### config.mk
export PLATFORM = sky130hd
export DESIGN_NAME = effect_slot_manager
export DESIGN_NICKNAME = d
export VERILOG_FILES = /design/src/esm_pkg.sv /design/src/esm_slot_unit.sv /design/src/effect_slot_manager.sv
export SDC_FILE = /design/constraint.sdc
export NUM_CORES = 1
export LEC_CHECK = 0
export ABC_CLOCK_PERIOD_IN_PS = 3200
export BUFFER_PORTS_ARGS = -buffer_cell sky130_fd_sc_hd__clkbuf_2
export CORE_MARGIN = 2
export CORE_UTILIZATION = 55
export DETAILED_ROUTE_END_ITERATION = 8
export PLACE_DENSITY = 0.75
export SLEW_MARGIN = 10
export SYNTH_ARGS = -nofsm -noshare
export SYNTH_HDL_FRONTEND = slang
export SYNTH_HIERARCHICAL = 1
export SYNTH_SLANG_ARGS = --single-unit
### constraint.sdc
create_clock -name clk -period 3.2 [get_ports clk]
set_input_delay 0.32 -clock clk [delete_from_list [all_inputs] [get_ports clk]]
set_output_delay 0.32 -clock clk [all_outputs]
set_load 0.005 [all_outputs]
### src/esm_pkg.sv
// Shared types and constants for the effect slot manager.
// No dependencies; the other files refer to it as esm_pkg::name.
package esm_pkg;

  // Default pool size and fixed field widths
  localparam int SLOT_COUNT_DEF = 16;
  localparam int MARK_W         = 6;   // params, envelope, condition, periodic, constant, ramp
  localparam int MASK_W         = 16;  // slots reported in the masks
  localparam int LOAD_W         = 5;

  // Item codes carried in in_tuser
  typedef enum logic [3:0] {
    MODE_CREATE       = 4'd0,
    MODE_FREE         = 4'd1,
    MODE_START        = 4'd2,
    MODE_START_SOLO   = 4'd3,
    MODE_STOP         = 4'd4,
    MODE_STOP_ALL     = 4'd5,
    MODE_DEV_RESET    = 4'd6,
    MODE_ENABLE       = 4'd7,
    MODE_DISABLE      = 4'd8,
    MODE_SET_PARAMS   = 4'd9,
    MODE_SET_ENVELOPE = 4'd10,
    MODE_SET_COND     = 4'd11,
    MODE_SET_PERIODIC = 4'd12,
    MODE_SET_CONSTANT = 4'd13,
    MODE_SET_RAMP     = 4'd14,
    MODE_NONE         = 4'd15
  } mode_t;

  // Command to the slot update unit
  typedef struct packed {
    mode_t mode;
    logic  hit;     // slot under the sequencer is the addressed slot
  } slot_cmd_t;

  // Update returned by the slot update unit
  typedef struct packed {
    logic              alloc;
    logic              started;
    logic              clr_marks;
    logic [MARK_W-1:0] set_marks;
    logic              found;     // create has taken this slot
  } slot_upd_t;

endpackage

### src/esm_slot_unit.sv
// Shared slot update unit: next flags of the one slot the sequencer points at.
// Depends on esm_pkg.
module esm_slot_unit (
  input  esm_pkg::slot_cmd_t cmd,
  input  logic               alloc_i,
  input  logic               started_i,
  output esm_pkg::slot_upd_t upd
);

  logic [3:0] mark_sel;

  assign mark_sel = cmd.mode - esm_pkg::MODE_SET_PARAMS;

  always_comb begin
    upd           = '0;
    upd.alloc     = alloc_i;
    upd.started   = started_i;
    case (cmd.mode)
      esm_pkg::MODE_CREATE: begin
        // first free slot: fresh allocation
        if (!alloc_i) begin
          upd.alloc     = 1'b1;
          upd.started   = 1'b0;
          upd.clr_marks = 1'b1;
          upd.found     = 1'b1;
        end
      end
      esm_pkg::MODE_FREE: begin
        if (cmd.hit) upd.alloc = 1'b0;
      end
      esm_pkg::MODE_START: begin
        if (cmd.hit) upd.started = 1'b1;
      end
      esm_pkg::MODE_STOP: begin
        if (cmd.hit) upd.started = 1'b0;
      end
      esm_pkg::MODE_START_SOLO: begin
        upd.started = cmd.hit;
      end
      esm_pkg::MODE_STOP_ALL: begin
        upd.started = 1'b0;
      end
      esm_pkg::MODE_DEV_RESET: begin
        upd.alloc     = 1'b0;
        upd.started   = 1'b0;
        upd.clr_marks = 1'b1;
      end
      esm_pkg::MODE_SET_PARAMS, esm_pkg::MODE_SET_ENVELOPE, esm_pkg::MODE_SET_COND,
      esm_pkg::MODE_SET_PERIODIC, esm_pkg::MODE_SET_CONSTANT, esm_pkg::MODE_SET_RAMP: begin
        if (cmd.hit) upd.set_marks = esm_pkg::MARK_W'(1) << mark_sel;
      end
      default: begin
      end
    endcase
  end

endmodule

### src/effect_slot_manager.sv
// Effect slot manager top level: sequencer, slot flag storage and result register.
// Depends on esm_pkg and esm_slot_unit.
//
// Usage:
//   Input transactions carry one host command: in_tuser holds the command code,
//   in_tdata the one-based slot index and the parameter block offset. Every command
//   gives exactly one result transaction reporting the state after the command: the
//   last create's index and status, the allocated and started masks of slots 0..15,
//   and the actuator enable.
//   Enable, disable, no-op and ignored commands go straight to the result, commands on
//   one slot visit only that slot. Create scans one slot per cycle from slot 0 and
//   stops at the first free one or, when the pool is full, at the last slot; start
//   solo, stop all and device reset walk the whole pool.
//   Throughput is one command at a time, bounded by the single slot update unit: the
//   next command is taken the cycle after the result is registered.
//   in_tready is high only while the sequencer is idle.
//   A finished result sits in the output register; the next command is accepted while
//   it waits, and only the following result is held back until out_tready.
//   Reset (rst_n low, synchronous) clears every slot, the create record and the
//   actuator enable, and empties the output register.
module effect_slot_manager #(
  parameter int SLOT_COUNT = esm_pkg::SLOT_COUNT_DEF
) (
  input  logic        clk,
  input  logic        rst_n,
  input  logic        in_tvalid,
  output logic        in_tready,
  input  logic [15:0] in_tdata,   // [7:0] block_index, [15:8] axis_offset
  input  logic [3:0]  in_tuser,   // [3:0] mode
  output logic        out_tvalid,
  input  logic        out_tready,
  output logic [39:0] out_tdata   // [4:0] load_index, [5] load_full, [21:6] allocated_mask,
                                  // [37:22] started_mask, [38] actuators_on, [39] zero
);

  localparam int IDX_W = (SLOT_COUNT > 1) ? $clog2(SLOT_COUNT) : 1;
  localparam logic [IDX_W-1:0] LAST_IDX = IDX_W'(SLOT_COUNT - 1);

  typedef enum logic [2:0] {
    S_IDLE = 3'b001,
    S_SCAN = 3'b010,
    S_DONE = 3'b100
  } state_t;

  state_t                      state_r, state_nxt;
  esm_pkg::mode_t              mode_r, mode_nxt;
  logic [IDX_W-1:0]            cnt_r, cnt_nxt;
  logic [IDX_W-1:0]            tgt_r, tgt_nxt;
  logic                        single_r, single_nxt;
  logic                        act_r, act_nxt;
  logic [esm_pkg::LOAD_W-1:0]  load_idx_r, load_idx_nxt;
  logic                        load_full_r, load_full_nxt;
  logic                        out_valid_r, out_valid_nxt;
  logic [39:0]                 out_data_r, out_data_nxt;

  logic [SLOT_COUNT-1:0]       alloc_r;
  logic [SLOT_COUNT-1:0]       started_r;
  logic [esm_pkg::MARK_W-1:0]  marks_r [SLOT_COUNT];

  esm_pkg::mode_t              in_mode;
  logic [7:0]                  in_blk;
  logic [7:0]                  in_axis;
  logic [7:0]                  blk_m1;
  logic                        blk_ok;
  logic                        in_acc;
  logic                        scan_en;
  logic                        last_slot;
  logic [7:0]                  cnt_p1;
  logic                        out_load;
  logic [esm_pkg::MASK_W-1:0]  amask, smask;

  esm_pkg::slot_cmd_t          cmd;
  esm_pkg::slot_upd_t          upd;

  // Input decode
  assign in_mode   = esm_pkg::mode_t'(in_tuser);
  assign in_blk    = in_tdata[7:0];
  assign in_axis   = in_tdata[15:8];
  assign blk_m1    = in_blk - 8'd1;
  assign blk_ok    = (in_blk != 8'd0) && (in_blk <= 8'(SLOT_COUNT));
  assign in_tready = (state_r == S_IDLE);
  assign in_acc    = in_tvalid && in_tready;

  assign scan_en   = (state_r == S_SCAN);
  assign last_slot = (cnt_r == LAST_IDX);
  assign cnt_p1    = 8'(cnt_r) + 8'd1;

  // Shared slot update unit
  assign cmd.mode = mode_r;
  assign cmd.hit  = (cnt_r == tgt_r);

  esm_slot_unit u_slot (
    .cmd       (cmd),
    .alloc_i   (alloc_r[cnt_r]),
    .started_i (started_r[cnt_r]),
    .upd       (upd)
  );

  // Masks of the first sixteen slots
  for (genvar g = 0; g < esm_pkg::MASK_W; g++) begin : g_mask
    if (g < SLOT_COUNT) begin : g_on
      assign amask[g] = alloc_r[g];
      assign smask[g] = started_r[g];
    end else begin : g_off
      assign amask[g] = 1'b0;
      assign smask[g] = 1'b0;
    end
  end

  assign out_load = (state_r == S_DONE) && (!out_valid_r || out_tready);

  // Sequencer
  always_comb begin
    state_nxt     = state_r;
    mode_nxt      = mode_r;
    cnt_nxt       = cnt_r;
    tgt_nxt       = tgt_r;
    single_nxt    = single_r;
    act_nxt       = act_r;
    load_idx_nxt  = load_idx_r;
    load_full_nxt = load_full_r;
    case (state_r)
      S_IDLE: begin
        if (in_acc) begin
          mode_nxt   = in_mode;
          tgt_nxt    = blk_m1[IDX_W-1:0];
          cnt_nxt    = '0;
          single_nxt = 1'b0;
          state_nxt  = S_DONE;
          case (in_mode)
            esm_pkg::MODE_CREATE, esm_pkg::MODE_STOP_ALL: begin
              state_nxt = S_SCAN;
            end
            esm_pkg::MODE_DEV_RESET: begin
              act_nxt   = 1'b1;
              state_nxt = S_SCAN;
            end
            esm_pkg::MODE_START_SOLO: begin
              if (blk_ok) state_nxt = S_SCAN;
            end
            esm_pkg::MODE_FREE, esm_pkg::MODE_START, esm_pkg::MODE_STOP,
            esm_pkg::MODE_SET_PARAMS, esm_pkg::MODE_SET_ENVELOPE,
            esm_pkg::MODE_SET_PERIODIC, esm_pkg::MODE_SET_CONSTANT,
            esm_pkg::MODE_SET_RAMP: begin
              if (blk_ok) begin
                cnt_nxt    = blk_m1[IDX_W-1:0];
                single_nxt = 1'b1;
                state_nxt  = S_SCAN;
              end
            end
            esm_pkg::MODE_SET_COND: begin
              // condition block only counts at axis offset zero
              if (blk_ok && (in_axis == 8'd0)) begin
                cnt_nxt    = blk_m1[IDX_W-1:0];
                single_nxt = 1'b1;
                state_nxt  = S_SCAN;
              end
            end
            esm_pkg::MODE_ENABLE:  act_nxt = 1'b1;
            esm_pkg::MODE_DISABLE: act_nxt = 1'b0;
            default: begin
            end
          endcase
        end
      end
      S_SCAN: begin
        if (mode_r == esm_pkg::MODE_CREATE && upd.found) begin
          load_idx_nxt  = cnt_p1[esm_pkg::LOAD_W-1:0];
          load_full_nxt = 1'b0;
          state_nxt     = S_DONE;
        end else if (single_r) begin
          state_nxt = S_DONE;
        end else if (last_slot) begin
          if (mode_r == esm_pkg::MODE_CREATE) begin
            // pool full
            load_idx_nxt  = '0;
            load_full_nxt = 1'b1;
          end
          state_nxt = S_DONE;
        end else begin
          cnt_nxt = cnt_r + IDX_W'(1);
        end
      end
      S_DONE: begin
        if (out_load) state_nxt = S_IDLE;
      end
      default: state_nxt = S_IDLE;
    endcase
  end

  // Result register
  always_comb begin
    out_valid_nxt = out_valid_r;
    out_data_nxt  = out_data_r;
    if (out_valid_r && out_tready) out_valid_nxt = 1'b0;
    if (out_load) begin
      out_valid_nxt = 1'b1;
      out_data_nxt  = {1'b0, act_r, smask, amask, load_full_r, load_idx_r};
    end
  end

  assign out_tvalid = out_valid_r;
  assign out_tdata  = out_data_r;

  // Control and state registers
  always_ff @(posedge clk) begin
    if (!rst_n) begin
      state_r     <= S_IDLE;
      mode_r      <= esm_pkg::MODE_NONE;
      cnt_r       <= '0;
      tgt_r       <= '0;
      single_r    <= 1'b0;
      act_r       <= 1'b0;
      load_idx_r  <= '0;
      load_full_r <= 1'b0;
      out_valid_r <= 1'b0;
    end else begin
      state_r     <= state_nxt;
      mode_r      <= mode_nxt;
      cnt_r       <= cnt_nxt;
      tgt_r       <= tgt_nxt;
      single_r    <= single_nxt;
      act_r       <= act_nxt;
      load_idx_r  <= load_idx_nxt;
      load_full_r <= load_full_nxt;
      out_valid_r <= out_valid_nxt;
    end
  end

  always_ff @(posedge clk) begin
    out_data_r <= out_data_nxt;
  end

  // Slot flags: one slot written per scan cycle
  always_ff @(posedge clk) begin
    if (!rst_n) begin
      alloc_r   <= '0;
      started_r <= '0;
      for (int i = 0; i < SLOT_COUNT; i++) marks_r[i] <= '0;
    end else if (scan_en) begin
      alloc_r[cnt_r]   <= upd.alloc;
      started_r[cnt_r] <= upd.started;
      if (upd.clr_marks) begin
        marks_r[cnt_r] <= '0;
      end else begin
        for (int k = 0; k < esm_pkg::MARK_W; k++) begin
          if (upd.set_marks[k]) marks_r[cnt_r][k] <= 1'b1;
        end
      end
    end
  end

endmodule
# After elaboration in Yosys (flattened, before gate mapping)

Cells that the tools add are included.

Register bits after elaboration: 95
Input port bits: 24
Output and inout port bits: 42

$add $sub $neg: 3
Order comparisons: 3
Equal/unequal tests: 32
Mux-type cells: 47
Reduce and logical (&&, ||, !) cells: 28

Operators with widths:

| kind                  | count |
|---|---|
| $bwmux W16            | 2 |
| $eq A4 B4 Y1 const B  | 8 |
| $eq A4 B3 Y1 const B  | 7 |
| $mux W4               | 6 |
| $mux W3               | 7 |
| $mux W5               | 4 |
| $pmux W3 S3           | 2 |
| $eq A4 B2 Y1 const B  | 4 |
| $mux W1               | 16 |
| $pmux W4 S2           | 2 |
| $reduce_bool A2 Y1    | 5 |
| $reduce_or A9 Y1      | 1 |
| $bmux W1 S4           | 2 |
| $eq A4 B1 Y1 const B  | 2 |
| $le A8 B5 Y1 const B  | 1 |
| $logic_not A4 Y1      | 2 |
| $logic_not A8 Y1      | 1 |
| $ne A2 B2 Y1 const B  | 4 |
| $reduce_bool A8 Y1    | 1 |
| $reduce_or A8 Y1      | 1 |
| $logic_and A1 B1 Y1   | 7 |
| $reduce_and A3 Y1     | 2 |
| $add A4 B1 Y5 const B | 1 |
| $lt A4 B5 Y1 const B  | 1 |
| 21 further kinds      | 24 |

# Longest topological paths before layout

Depth after elaboration: 7
Mapped depth: 9
Mapped depth without buffers: 7

# Hierarchy

Netlist, hierarchy kept.

By module, submodules not included:

| module              | instances | cells each | area an instance (um^2) | sequential area each (um^2) |
|---|---|---|---|---|
| effect_slot_manager | 1         | 334        | 3,911.3                 | 2,292.2 |
| esm_slot_unit       | 1         | 35         | 198.9                   | 0.0 |

# Worst setup path after synthesis

No wires, ideal clock.

Path kind: reg2reg
Start: register cnt_r[0]
End: register cnt_r[0]
Setup time: 0.075 ns
Arrival: 2.803 ns
Required time: 3.125 ns
Slack: 0.322 ns
Cell stages (with the launch flop): 9
Path buffers: 1
Period minus slack after synthesis: 2.878 ns
Path through: dfxtp_1 buf_2 mux4_2 mux4_2 nor4b_1 a2111o_1 nand2_2 mux2_2 o22ai_2

RTL lines:

| element                | RTL line                   | source |
|---|---|---|
| from (decl)            | effect_slot_manager.sv:47  | `logic [IDX_W-1:0] cnt_r, cnt_nxt;` |
| from (signal assigned) | effect_slot_manager.sv:220 | `cnt_r <= cnt_nxt;` |

==> metrics.txt <==
status=completed; Skew-Pair Late Insertion Delay=360 ps; DR top layer=met4; layout cell share with drive strength beyond 1=0.250; Max Clock Skew=8.16 ps; crit path max fanout=8; GPL Wtd Cong=0.902; first-pass GRT wire length=13200 um; postcts setup bufs=0; Via density=5.54; CTS Buffer Depth=2; P_leak=1.88 nW; worst min-delay path class=input port to flip-flop; Comb power frac=0.055; Wirelength per Cell=15.3 um; max_cap viols=0; Psw=501 uW; GRT overflow=0; H-tree depth=3; Post-Syn Instances=355; kind of critical path=flip-flop to flip-flop; io pins=66; synthesized net count=just under 400; mapped cell area=4050 um^2; wire length on met2=3910 um; final wirelength=approximately 7900 um; Core Area=7180 um^2; final slew viol count=0; num rows=31; antenna cells=0; slowest cell delay on critical path=approximately 540 ps; DP Worst Slack=233 ps; setup TNS=0 ps; WP data required=3480 ps; die area=8060 um^2; final hold violations=0; Die Span Y=approximately 90 um; M1 wire length=3470 um; WP data arrival=about 3200 ps; IO buf count=64; Layout area overhead=14.9%; CP Buf/Inv Count=0; DR vias=2873; initial antenna violation count=0; All-Layer GR Usage=0.206; fin nets=445; clock sinks=95; CTS tree=yes; hpwl dp=5620 um; cts hold-fix bufs=0; maximum VDD drop=271 uV; cell mode on critical path=mux4_2; DRT Pass-1 Iters=4; Root Buffer Master=clkbuf_8; DR DRC count=0; CP Capture Type=flip-flop; minimum clock period=2860 ps; CTS Buf Count=9; crit share post-route=0.895; largest net degree at the start of global routing=40; CP cell instances=mux4_2 > mux4_2 > nor4b_1 > a2111o_1 > nand2_2 > mux2_2 > o22ai_2; yosys warns=6; Routed Antenna Nets=0; power density cells=475 nW/um^2; met3 routed WL=385 um; setup ws final=~340 ps; Startpoint Class=flip-flop; slowest CP cell=mux4_2; clock power share=0.360; sw frac=0.227; Syn Area/Cell=roughly 11 um^2; Die W=89.8 um; final setup vio count=0; measured slew at the worst slew-check pin=766 ps; vias in the first global route=around 2700; Max-slew headroom=0.489; Cell Int Power=approximately 1.7 mW; initial core utilization=0.564; CP top delay family=multiplexers; Max Freq=about 0.35 GHz; Seq pwr share=0.585; Clk pin slew, worst setup/hold paths=approximately 90 ps; DR iter-0 viols=133; unrepaired setup endpoints after global routing=no
==> worst paths after layout <==
kind,startpoint,endpoint,slack (ps),depth (start not counted)
setup reg to reg,cnt_r[0],cnt_r[0],340,7
hold reg to reg,act_r,out_tdata[38],440,0
hold / removal,in_tdata[0],tgt_r[0],220,2
setup / recovery,cnt_r[0],cnt_r[0],340,7
==> power groups by stage <==
stage	clock [mW]	sequential, mW	combinational, mW
2_1_floorplan	0	1.31	0.0896
3_3_place_gp	0	1.32	0.118
3_5_place_dp	0	1.32	0.120
4_1_cts	0.811	1.29	0.121
5_1_grt	0.850	1.30	0.137
6_report	0.794	1.29	0.121
==> per-layer routing <==
metal	vias to the layer above	global-route usage
met1	1351	0.261
li1	1410	-
met5	-	0
met2	98	0.341
met3	14	0.0461
met4	0	0.0949
==> flip-flops by register name (all words and copies together), names as in the netlist <==
name and cells:
tgt_r 4, load_idx_r 5, load_full_r 1, smask 16, out_tdata 39, mode_r 4, alloc_r 16, state_r 3
single_r 1, out_tvalid 1, act_r 1, cnt_r 4
==> per-stage QoR <==
stage,hold slack (ps),total power [mW],instance area (um^2),instances,utilization
4_1_cts,199,2.22,4640,519,0.647
6_report,223,2.21,4650,519,0.648
5_1_grt,242,2.28,4650,519,0.648
2_1_floorplan,408,1.40,4050,355,-
3_3_place_gp,422,1.44,4440,503,0.619
3_5_place_dp,421,1.44,4440,503,0.619
==> cell usage in the layout, fill, tap and decap left out, types with 5 or more instances in the layout <==
master,n
o21ai_0,7
nor2b_1,6
dfxtp_1,55
xor2_1,5
inv_1,8
ha_1,6
nor2_1,47
clkbuf_8,10
nand3_1,19
buf_4,8
a21oi_1,11
mux4_2,10
edfxtp_1,39
mux2i_1,29
nand2_1,25
nor4_1,5
a211oi_1,5
clkbuf_2,64
==> final cells by class <==
class                           count  area (um^2)
Clock buffer                       10          138
Clock inverter                      6         67.6
Fill cell                         583         2530
Inverter                            8         30.0
Multi-Input combinational cell    229         1620
Sequential cell                    95         2290
Tap cell                           99          124
Timing Repair Buffer               72          380
==> what timing repair did <==
action	CTS	global route
endpoints found under the setup margin	0	1
hold endpoints to repair	0	0
resized for setup	0	1
No activity file was read; power rests on OpenSTA's default activity.
